**src/tke_pkg.sv**
```systemverilog
`timescale 1ns / 1ps
// ----------------------------------------------------------------------------
// tke_pkg: shared types and constants of the touch keypad entry unit
// Item formats, key event codes, configuration indexes and screen/grid
// geometry used by the front, the command queue and the back.
// ----------------------------------------------------------------------------
package tke_pkg;

	// Defaults for the top level parameters
	localparam int MAX_DIGITS_DEF    = 10;
	localparam int DEBOUNCE_TIME_DEF = 60;

	// Digits shown on the result port and its width
	localparam int SHOWN_DIGITS = 10;
	localparam int ENTRY_BITS   = 4 * SHOWN_DIGITS;

	// Screen size after mirroring
	localparam int SCR_W = 240;
	localparam int SCR_H = 320;

	// Key grid geometry
	localparam int GRID_X0  = 8;
	localparam int GRID_Y0  = 112;
	localparam int CELL_W   = 68;
	localparam int CELL_H   = 47;
	localparam int CELL_GAP = 3;
	localparam int GRID_ROWS = 4;
	localparam int GRID_COLS = 3;

	// Depth of the command queue between front and back
	localparam int QUEUE_DEPTH = 2;

	// Key event codes (also the command kinds passed front to back)
	localparam logic [1:0] EV_NONE  = 2'd0;
	localparam logic [1:0] EV_DIGIT = 2'd1;
	localparam logic [1:0] EV_DEL   = 2'd2;
	localparam logic [1:0] EV_OK    = 2'd3;

	// Configuration register indexes
	localparam logic [1:0] CFG_DIGIT_FORWARD  = 2'd0;
	localparam logic [1:0] CFG_DELETE_FORWARD = 2'd1;
	localparam logic [1:0] CFG_OK_FORWARD     = 2'd2;

	typedef struct packed {
		logic        touched;
		logic [31:0] now_ms;
		logic [11:0] raw_x;
		logic [11:0] raw_y;
	} in_item_t;

	typedef struct packed {
		logic [1:0]            key_event;
		logic [3:0]            key_digit;
		logic                  forwarded;
		logic                  entry_changed;
		logic [ENTRY_BITS-1:0] entry_digits;
		logic [3:0]            entry_length;
	} out_item_t;

	// Classified press handed from front to back
	typedef struct packed {
		logic [1:0] kind;
		logic [3:0] digit;
	} cmd_t;

	typedef struct packed {
		logic digit_forward;
		logic delete_forward;
		logic ok_forward;
	} cfg_t;

endpackage

```
**src/tke_front.sv**
```systemverilog
`timescale 1ns / 1ps
// ----------------------------------------------------------------------------
// tke_front: press acceptance and key classification
// Debounces touch polls, mirrors and clamps the point and hit-tests it
// against the 3 x 4 key grid, pushing one command per item into the queue.
// ----------------------------------------------------------------------------
module tke_front #(
	parameter int DEBOUNCE_TIME = tke_pkg::DEBOUNCE_TIME_DEF
) (
	input  logic              clk,
	input  logic              arst_n,
	input  logic              in_valid,
	output logic              in_stall,
	input  tke_pkg::in_item_t in_item,
	input  logic              q_full,
	output logic              push,
	output tke_pkg::cmd_t     cmd
);

	localparam logic [3:0] KEY_DEL = 4'd10;
	localparam logic [3:0] KEY_OK  = 4'd11;

	// Key labels by row: 1 2 3 / 4 5 6 / 7 8 9 / DEL 0 OK
	localparam logic [3:0] KEY_MAP [tke_pkg::GRID_ROWS][tke_pkg::GRID_COLS] = '{
		'{4'd1, 4'd2, 4'd3},
		'{4'd4, 4'd5, 4'd6},
		'{4'd7, 4'd8, 4'd9},
		'{KEY_DEL, 4'd0, KEY_OK}
	};

	logic        released_q;
	logic [31:0] last_time_q;
	logic [31:0] elapsed;
	logic        press;
	logic [7:0]  tx;
	logic [8:0]  ty;
	logic [tke_pkg::GRID_COLS-1:0] col_hit;
	logic [tke_pkg::GRID_ROWS-1:0] row_hit;
	logic        hit;
	logic [3:0]  key;
	logic        accept;

	assign in_stall = q_full;
	assign accept   = in_valid && !q_full;
	assign push     = accept;

	// Debounce: release seen and enough time gone since the last press
	assign elapsed = in_item.now_ms - last_time_q;
	assign press   = in_item.touched && released_q && (elapsed >= 32'(DEBOUNCE_TIME));

	// Mirror and clamp the raw point onto the screen
	always_comb begin
		if (in_item.raw_x == 12'd0) begin
			tx = 8'(tke_pkg::SCR_W - 1);
		end else if (in_item.raw_x >= 12'(tke_pkg::SCR_W)) begin
			tx = 8'd0;
		end else begin
			tx = 8'(12'(tke_pkg::SCR_W) - in_item.raw_x);
		end
		if (in_item.raw_y == 12'd0) begin
			ty = 9'(tke_pkg::SCR_H - 1);
		end else if (in_item.raw_y >= 12'(tke_pkg::SCR_H)) begin
			ty = 9'd0;
		end else begin
			ty = 9'(12'(tke_pkg::SCR_H) - in_item.raw_y);
		end
	end

	// Compare against every column and row band in parallel
	always_comb begin
		for (int c = 0; c < tke_pkg::GRID_COLS; c++) begin
			col_hit[c] = ({1'b0, tx} >=
					9'(tke_pkg::GRID_X0 + c * (tke_pkg::CELL_W + tke_pkg::CELL_GAP))) &&
				({1'b0, tx} < 9'(tke_pkg::GRID_X0 +
					c * (tke_pkg::CELL_W + tke_pkg::CELL_GAP) + tke_pkg::CELL_W));
		end
		for (int r = 0; r < tke_pkg::GRID_ROWS; r++) begin
			row_hit[r] = (ty >=
					9'(tke_pkg::GRID_Y0 + r * (tke_pkg::CELL_H + tke_pkg::CELL_GAP))) &&
				(ty < 9'(tke_pkg::GRID_Y0 +
					r * (tke_pkg::CELL_H + tke_pkg::CELL_GAP) + tke_pkg::CELL_H));
		end
	end

	// Pick the key under the point; bands are disjoint so at most one hits
	always_comb begin
		hit = 1'b0;
		key = 4'd0;
		for (int r = 0; r < tke_pkg::GRID_ROWS; r++) begin
			for (int c = 0; c < tke_pkg::GRID_COLS; c++) begin
				if (row_hit[r] && col_hit[c]) begin
					hit = 1'b1;
					key = KEY_MAP[r][c];
				end
			end
		end
	end

	// Classify the item into a command for the back
	always_comb begin
		cmd.kind  = tke_pkg::EV_NONE;
		cmd.digit = 4'd0;
		if (press && hit) begin
			if (key == KEY_DEL) begin
				cmd.kind = tke_pkg::EV_DEL;
			end else if (key == KEY_OK) begin
				cmd.kind = tke_pkg::EV_OK;
			end else begin
				cmd.kind  = tke_pkg::EV_DIGIT;
				cmd.digit = key;
			end
		end
	end

	// Track release and the time of the last accepted press
	always_ff @(posedge clk or negedge arst_n) begin
		if (!arst_n) begin
			released_q  <= 1'b1;
			last_time_q <= 32'd0;
		end else if (accept) begin
			if (!in_item.touched) begin
				released_q <= 1'b1;
			end else if (press) begin
				released_q  <= 1'b0;
				last_time_q <= in_item.now_ms;
			end
		end
	end

endmodule

```
**src/tke_queue.sv**
```systemverilog
`timescale 1ns / 1ps
// ----------------------------------------------------------------------------
// tke_queue: command queue between front and back
// Small FIFO that lets the front keep accepting while the back is stalled.
// ----------------------------------------------------------------------------
module tke_queue (
	input  logic          clk,
	input  logic          arst_n,
	input  logic          push,
	input  tke_pkg::cmd_t push_cmd,
	output logic          full,
	output logic          pop_valid,
	input  logic          pop,
	output tke_pkg::cmd_t pop_cmd
);

	localparam int PW = (tke_pkg::QUEUE_DEPTH > 1) ? $clog2(tke_pkg::QUEUE_DEPTH) : 1;
	localparam int CW = $clog2(tke_pkg::QUEUE_DEPTH + 1);

	tke_pkg::cmd_t slot_q [tke_pkg::QUEUE_DEPTH];
	logic [PW-1:0] wr_ptr_q;
	logic [PW-1:0] rd_ptr_q;
	logic [CW-1:0] count_q;
	logic          do_push;
	logic          do_pop;

	assign full      = (count_q == CW'(tke_pkg::QUEUE_DEPTH));
	assign pop_valid = (count_q != '0);
	assign pop_cmd   = slot_q[rd_ptr_q];
	assign do_push   = push && !full;
	assign do_pop    = pop && pop_valid;

	// Store pushed items
	always_ff @(posedge clk) begin
		if (do_push) begin
			slot_q[wr_ptr_q] <= push_cmd;
		end
	end

	// Advance pointers and fill count
	always_ff @(posedge clk or negedge arst_n) begin
		if (!arst_n) begin
			wr_ptr_q <= '0;
			rd_ptr_q <= '0;
			count_q  <= '0;
		end else begin
			if (do_push) begin
				wr_ptr_q <= (wr_ptr_q == PW'(tke_pkg::QUEUE_DEPTH - 1)) ? '0 : wr_ptr_q + 1'b1;
			end
			if (do_pop) begin
				rd_ptr_q <= (rd_ptr_q == PW'(tke_pkg::QUEUE_DEPTH - 1)) ? '0 : rd_ptr_q + 1'b1;
			end
			if (do_push && !do_pop) begin
				count_q <= count_q + 1'b1;
			end else if (do_pop && !do_push) begin
				count_q <= count_q - 1'b1;
			end
		end
	end

endmodule

```
**src/tke_back.sv**
```systemverilog
`timescale 1ns / 1ps
// ----------------------------------------------------------------------------
// tke_back: entry editing and result register
// Applies each command to the stored digit entry and registers the result
// item, holding it while the output side stalls.
// ----------------------------------------------------------------------------
module tke_back #(
	parameter int MAX_DIGITS = tke_pkg::MAX_DIGITS_DEF
) (
	input  logic               clk,
	input  logic               arst_n,
	input  tke_pkg::cfg_t      cfg,
	input  logic               cmd_valid,
	output logic               cmd_pop,
	input  tke_pkg::cmd_t      cmd,
	output logic               out_valid,
	input  logic               out_stall,
	output tke_pkg::out_item_t out_item
);

	localparam int CW    = $clog2(MAX_DIGITS + 1);
	localparam int IW    = (MAX_DIGITS > 1) ? $clog2(MAX_DIGITS) : 1;
	localparam int SHOWN = (MAX_DIGITS < tke_pkg::SHOWN_DIGITS) ?
		MAX_DIGITS : tke_pkg::SHOWN_DIGITS;

	logic [3:0]         store_q [MAX_DIGITS];
	logic [3:0]         store_n [MAX_DIGITS];
	logic [CW-1:0]      count_q;
	logic [CW-1:0]      count_n;
	logic [CW-1:0]      count_dec;
	logic               out_valid_q;
	tke_pkg::out_item_t out_item_q;
	tke_pkg::out_item_t res;
	logic               take;

	assign take      = cmd_valid && (!out_valid_q || !out_stall);
	assign cmd_pop   = take;
	assign out_valid = out_valid_q;
	assign out_item  = out_item_q;
	assign count_dec = count_q - 1'b1;

	// Apply the command to the entry
	always_comb begin
		store_n = store_q;
		count_n = count_q;
		res     = '0;
		case (cmd.kind)
			tke_pkg::EV_DIGIT: begin
				res.key_event = tke_pkg::EV_DIGIT;
				res.key_digit = cmd.digit;
				if (cfg.digit_forward) begin
					res.forwarded = 1'b1;
				end else if (count_q < CW'(MAX_DIGITS)) begin
					res.entry_changed = 1'b1;
					if (count_q == CW'(1) && store_q[0] == 4'd0) begin
						// replace a lone zero
						store_n[0] = cmd.digit;
						count_n    = CW'(1);
					end else begin
						store_n[count_q[IW-1:0]] = cmd.digit;
						count_n                  = count_q + 1'b1;
					end
				end
			end
			tke_pkg::EV_DEL: begin
				res.key_event = tke_pkg::EV_DEL;
				if (cfg.delete_forward) begin
					res.forwarded = 1'b1;
				end else if (count_q != '0) begin
					res.entry_changed          = 1'b1;
					store_n[count_dec[IW-1:0]] = 4'd0;
					count_n                    = count_dec;
				end
			end
			tke_pkg::EV_OK: begin
				if (cfg.ok_forward) begin
					res.key_event = tke_pkg::EV_OK;
					res.forwarded = 1'b1;
				end
			end
			default: begin
			end
		endcase

		// Pack the shown digits, first digit in the high nibble
		for (int i = 0; i < SHOWN; i++) begin
			if (CW'(i) < count_n) begin
				res.entry_digits[4 * (tke_pkg::SHOWN_DIGITS - 1 - i) +: 4] = store_n[i];
			end
		end
		res.entry_length = 4'(count_n);
	end

	// Update the entry on each command taken
	always_ff @(posedge clk or negedge arst_n) begin
		if (!arst_n) begin
			count_q <= '0;
			for (int i = 0; i < MAX_DIGITS; i++) begin
				store_q[i] <= 4'd0;
			end
		end else if (take) begin
			count_q <= count_n;
			store_q <= store_n;
		end
	end

	// Hold the result until the output side takes it
	always_ff @(posedge clk or negedge arst_n) begin
		if (!arst_n) begin
			out_valid_q <= 1'b0;
		end else if (take) begin
			out_valid_q <= 1'b1;
		end else if (!out_stall) begin
			out_valid_q <= 1'b0;
		end
	end

	always_ff @(posedge clk) begin
		if (take) begin
			out_item_q <= res;
		end
	end

endmodule

```
**src/touch_keypad_entry_unit.sv**
```systemverilog
`timescale 1ns / 1ps
// ----------------------------------------------------------------------------
// touch_keypad_entry_unit: debounced 3 x 4 touch keypad with digit entry
// Top level: configuration registers, front, command queue and back.
// ----------------------------------------------------------------------------
// Each input item is one touch poll and yields exactly one result item. The
// unit takes one item per clock cycle while in_stall is low. An accepted item
// is written into the front-to-back queue and taken from there into the
// result register, from which its result is offered. Input stalls only while
// the queue is full; after an output stall that fills the queue, input stays
// stalled while the back takes from the full queue, since the stall looks at
// the fill count only. A press counts only after a release and DEBOUNCE_TIME
// ms after the last counted press; the point is mirrored onto a 240 x 320
// screen and matched to the key grid. Digit keys append to a stored entry of
// up to MAX_DIGITS digits (a lone 0 is replaced), DEL removes the last digit
// and OK only reports; the configuration bits turn digit and DEL presses into
// reported events and enable OK reports. A two-entry queue keeps input
// accepting while the result side stalls; write configuration only when idle.
module touch_keypad_entry_unit #(
	parameter int MAX_DIGITS    = tke_pkg::MAX_DIGITS_DEF,
	parameter int DEBOUNCE_TIME = tke_pkg::DEBOUNCE_TIME_DEF
) (
	input  logic               clk,
	input  logic               arst_n,
	input  logic               cfg_wen,
	input  logic [1:0]         cfg_index,
	input  logic               cfg_wdata,
	input  logic               in_valid,
	output logic               in_stall,
	input  tke_pkg::in_item_t  in_item,
	output logic               out_valid,
	input  logic               out_stall,
	output tke_pkg::out_item_t out_item
);

	tke_pkg::cfg_t cfg_q;
	tke_pkg::cmd_t push_cmd;
	tke_pkg::cmd_t pop_cmd;
	logic          push;
	logic          q_full;
	logic          q_valid;
	logic          q_pop;

	// Configuration registers
	always_ff @(posedge clk or negedge arst_n) begin
		if (!arst_n) begin
			cfg_q <= '0;
		end else if (cfg_wen) begin
			unique case (cfg_index)
				tke_pkg::CFG_DIGIT_FORWARD:  cfg_q.digit_forward  <= cfg_wdata;
				tke_pkg::CFG_DELETE_FORWARD: cfg_q.delete_forward <= cfg_wdata;
				tke_pkg::CFG_OK_FORWARD:     cfg_q.ok_forward     <= cfg_wdata;
				default: begin
				end
			endcase
		end
	end

	tke_front #(
		.DEBOUNCE_TIME(DEBOUNCE_TIME)
	) u_front (
		.clk     (clk),
		.arst_n  (arst_n),
		.in_valid(in_valid),
		.in_stall(in_stall),
		.in_item (in_item),
		.q_full  (q_full),
		.push    (push),
		.cmd     (push_cmd)
	);

	tke_queue u_queue (
		.clk      (clk),
		.arst_n   (arst_n),
		.push     (push),
		.push_cmd (push_cmd),
		.full     (q_full),
		.pop_valid(q_valid),
		.pop      (q_pop),
		.pop_cmd  (pop_cmd)
	);

	tke_back #(
		.MAX_DIGITS(MAX_DIGITS)
	) u_back (
		.clk      (clk),
		.arst_n   (arst_n),
		.cfg      (cfg_q),
		.cmd_valid(q_valid),
		.cmd_pop  (q_pop),
		.cmd      (pop_cmd),
		.out_valid(out_valid),
		.out_stall(out_stall),
		.out_item (out_item)
	);

endmodule

```
**config.mk**
```make
export PLATFORM = sky130hd
export DESIGN_NAME = touch_keypad_entry_unit
export DESIGN_NICKNAME = d
export VERILOG_FILES = /design/src/tke_pkg.sv /design/src/tke_front.sv /design/src/tke_queue.sv /design/src/tke_back.sv /design/src/touch_keypad_entry_unit.sv
export SDC_FILE = /design/constraint.sdc
export NUM_CORES = 1
export LEC_CHECK = 0
export BUFFER_PORTS_ARGS = -buffer_cell sky130_fd_sc_hd__buf_2
export CORE_MARGIN = 5
export CORE_UTILIZATION = 35
export CTS_CLUSTER_SIZE = 28
export DETAILED_ROUTE_END_ITERATION = 12
export SLEW_MARGIN = 0
export SYNTH_ARGS = -nofsm -noshare
export SYNTH_HDL_FRONTEND = slang
export SYNTH_HIERARCHICAL = 1
export SYNTH_SLANG_ARGS = --single-unit
```
**constraint.sdc**
```tcl
create_clock -name clk -period 7.07 [get_ports clk]
set_clock_uncertainty 0.15 [all_clocks]
set_input_delay 1.414 -clock clk [delete_from_list [all_inputs] [get_ports clk]]
set_output_delay 1.414 -clock clk [all_outputs]
set_load 0.05 [all_outputs]
```
==> reports/results.txt <==
Comb pwr share -> 0.555
Die width -> 180.2 um
Syn Nets -> 1166
Latest clock arrival within the worst-skew pair -> 0.43 ns
Net switching power -> 2.505 mW
Mean Syn Cell Area -> 9.604 sq um
Post-cts resize count -> 0
Layout area overhead -> 15.01%
Sequential area share after synthesis -> 0.3993
Total CTS buffers -> 17
Worst-path clk slew -> 0.06 ns
First-pass GRT wire length -> 44610 um
DIE AREA -> 32480 sq um
Share of cells above drive strength 1 -> 0.1942
Max incr delay on CP -> 0.58 ns
Period utilization -> 0.7784
Syn Inst Count -> 1056
P_int -> 2.657 mW
Largest net degree at the start of global routing -> 77
Sequential power share -> 0.264
Classification of the worst setup path -> in2reg
Synth area leader -> dfrtp_1
Dpl ws -> 1.153 ns
Final min period -> 5.504 ns
Number of synthesized register bits -> 149
Max Cap Viol -> 0
Synth Flop Type -> dfrtp_1
Synthesized cell area -> 10140 sq um
Vias in the first global route -> 8519
Worst Slack Setup Final -> 1.566 ns
Multi-input gate area -> 5642 sq um
Max transition margin -> 0.3112
Final Non-Filler Cells -> 1553
H-tree depth -> 4
Highest Clock Rate -> 0.1817 GHz
Ports -> 119
Worst-case clock buffer depth -> 2
Routability Congestion -> 0.9143
Postcts setup bufs -> 0
DRT iter0 DRCs -> 680
Critical path, cell by cell -> buf_2 > inv_1 > ha_1 > fa_1 > nand2b_1 > a21o_1 > a31oi_1 > a41o_1 > o22ai_1 > or4_1 > or4b_1 > nor4_4 > nor3_4 > buf_4 > mux2_4
DRC violation count after routing -> 0
R2R Setup Slk -> 2.30 ns
Routed Wire Length -> 27650 um
RSZ-0062 raised after global routing -> no
Fin Setup TNS -> 0 ns
Clk Tree Root Cell -> clkbuf_16
Leak -> 4.804 nW
DP Wirelength -> 20270 um
Wire per inst -> 17.81 um
Post-route ant nets -> 0
Area share of the largest cell type after synthesis -> 0.2073
Vias -> 8646
Top delay family on crit path -> simple AND/OR/NAND/NOR gates
Sw frac -> 0.4853
Post-synth EDFFs -> 64
CP Max Fanout -> 32
Async set or reset register ratio after synthesis -> 0.5705
Final number of hold-violating endpoints -> 0
Number of inserted diodes -> 0
Die Ht -> 180.2 um
Largest cells by area after synthesis -> dfrtp_1, edfxtp_1, ha_1, mux2_4, nand2_1
Crit path required time -> 7.22 ns
GRT Total Usage -> 0.1659
Max-slew violation count -> 0
Cts hold-fix bufs -> 0
Power per cell area -> 442.5 nW/um^2
Post-route cell area -> 11660 sq um
Total global routing overflow -> 0
Worst min path class -> reg2reg
Starting Density -> 0.3543
Fin util -> 0.4075
YS warnings -> 6
Storage cell area -> 4050 sq um
Placed cell area -> 11050 sq um
Antenna violations before repair -> 0
Worst setup EP type -> flop
PortBufs -> 118
CTS tree -> yes
Arr. time, crit path -> 5.66 ns
Bufs and invs on worst path -> 3
Core Box Area -> 28630 sq um
Status -> finished, final reports clean
CP max stage cell -> or4b_1
Cells after DPL -> 1521
Number of core rows -> 62
Synth unique cells -> 96
Layout Nets -> 1266
# setup viols final -> 0
Clk pwr share -> 0.181
Detailed-route vias per instance -> 5.567
FILL cells -> 2851
Worst Setup Start Kind -> input port
Least-Margin Pin Slew -> 1.025 ns
Worst-case vdd ir drop -> 208.3 uV
Router iterations before antenna repair -> 5
Sinks on Clock Net -> 149
final cells by class:
cell class / instances / area share
Clock inverter: 15 / 0.01630
Sequential cell: 149 / 0.3472
Timing Repair Buffer: 123 / 0.05406
Tap cell: 384 / 0.04119
Multi-Input combinational cell: 800 / 0.4836
Clock buffer: 17 / 0.03647
Inverter: 65 / 0.02113
registers in the layout (all words and copies together), names as in the netlist:
register and flops:
u_queue/count_q 2, u_back/count_q 4, u_queue/wr_ptr_q 1, u_back/store_q 40, cfg_q 3, u_back/out_item 52, u_front/released_q 1, u_back/out_valid 1
u_queue/slot_q 12, u_queue/rd_ptr_q 1, u_front/last_time_q 32
path summary, 6_finish.rpt:
check                                                    from                                  end  depth (start not counted)
max                                               in_item[24]  u_front/last_time_q[27]$_DFFE_PN0P_                         15
min                             u_back/store_q[8]$_DFFE_PN0P_        u_back/store_q[8]$_DFFE_PN0P_                          1
max reg2reg                u_front/last_time_q[0]$_DFFE_PN0P_  u_front/last_time_q[27]$_DFFE_PN0P_                         13
min reg2reg                     u_back/store_q[8]$_DFFE_PN0P_        u_back/store_q[8]$_DFFE_PN0P_                          1
max in group asynchronous                              arst_n         u_queue/wr_ptr_q$_DFFE_PN0N_                          2
min in group asynchronous                              arst_n        u_back/count_q[0]$_DFFE_PN0P_                          1
kinds of logic after synthesis:
group           Yosys count  synth area share
simple gates            353            0.1809
compound gates          330            0.2334
flops                   149            0.3993
buf+inv                 107           0.04503
mux                      50           0.06612
fa+ha+maj                45           0.05625
xor+xnor                 22           0.01900
cell usage after synthesis, types with 5 or more instances:
library cell and count:
ha_1 44, nand2b_1 20, or4_1 6, and3_1 10
mux2_2 10, a22oi_1 43, xnor2_1 12, nand3_1 26
o21bai_1 6, nand2_1 90, buf_2 8, o2111ai_1 6
nor4_1 10, a21o_1 10, edfxtp_1 64, inv_1 63
or3_1 8, o31a_1 8, mux2_4 29, o31ai_1 9
mux2_1 10, or2_2 8, o21a_1 18, a31oi_1 7
a21oi_1 48, o2bb2ai_1 5, o211a_1 6, a22o_1 29
dfrtp_1 84, a211oi_1 12, nor2b_1 8, and2_1 16
o22ai_1 7, xor2_1 10, o211ai_1 11, nor2_1 78
o21ai_0 57, nor3_1 27, nand4_1 10, clkbuf_1 25
metal layers:
| layer | vias up | GRT usage | share of wire |
|---|---|---|---|
| met4 | 0 | 0.05051 | 0.024 |
| met5 | - | 0 | 0 |
| met1 | 4130 | 0.2224 | 0.45 |
| met3 | 50 | 0.03189 | 0.059 |
| met2 | 287 | 0.2728 | 0.47 |
| li1 | 4179 | - | - |
power by group through the flow:
| stage | Clock (mW) | Combinational [mW] | Sequential [mW] |
|---|---|---|---|
| after floorplan | 0 | 1.82 | 1.72 |
| after CTS | 0.958 | 2.84 | 1.36 |
| after global placement | 0 | 2.80 | 1.38 |
| after global routing | 1.00 | 3.09 | 1.40 |
| final | 0.936 | 2.86 | 1.36 |
| after detailed placement | 0 | 2.83 | 1.37 |
cells in the final DEF (no fill, tap or decap), types with 8 or more instances in the layout:
cell / Yosys / final
a211oi_1: 12 / 12
a21o_1: 10 / 10
a21oi_1: 48 / 48
a22o_1: 29 / 29
a22oi_1: 43 / 43
and2_1: 16 / 16
and3_1: 10 / 10
buf_2: 8 / 117
clkbuf_16: 0 / 17
dfrtp_1: 84 / 84
edfxtp_1: 64 / 64
ha_1: 44 / 44
inv_1: 63 / 63
mux2_1: 10 / 10
mux2_2: 10 / 10
mux2_4: 29 / 29
nand2_1: 90 / 90
nand2b_1: 20 / 20
nand3_1: 26 / 26
nand4_1: 10 / 10
nor2_1: 78 / 78
nor2b_1: 8 / 8
nor3_1: 27 / 27
nor4_1: 10 / 10
o211ai_1: 11 / 11
o21a_1: 18 / 18
o21ai_0: 57 / 57
o31a_1: 8 / 8
o31ai_1: 9 / 9
or2_2: 8 / 8
or3_1: 8 / 8
xnor2_1: 12 / 12
xor2_1: 10 / 10
stage by stage:
stage	hold WS, ns	power, mW
floorplan	0.3002	3.532
global placement	0.3217	4.179
detailed placement	0.3273	4.202
CTS	0.3460	5.163
global route	0.3649	5.493
finish	0.3411	5.162
Note: power is estimated with default switching activity, not from simulation.
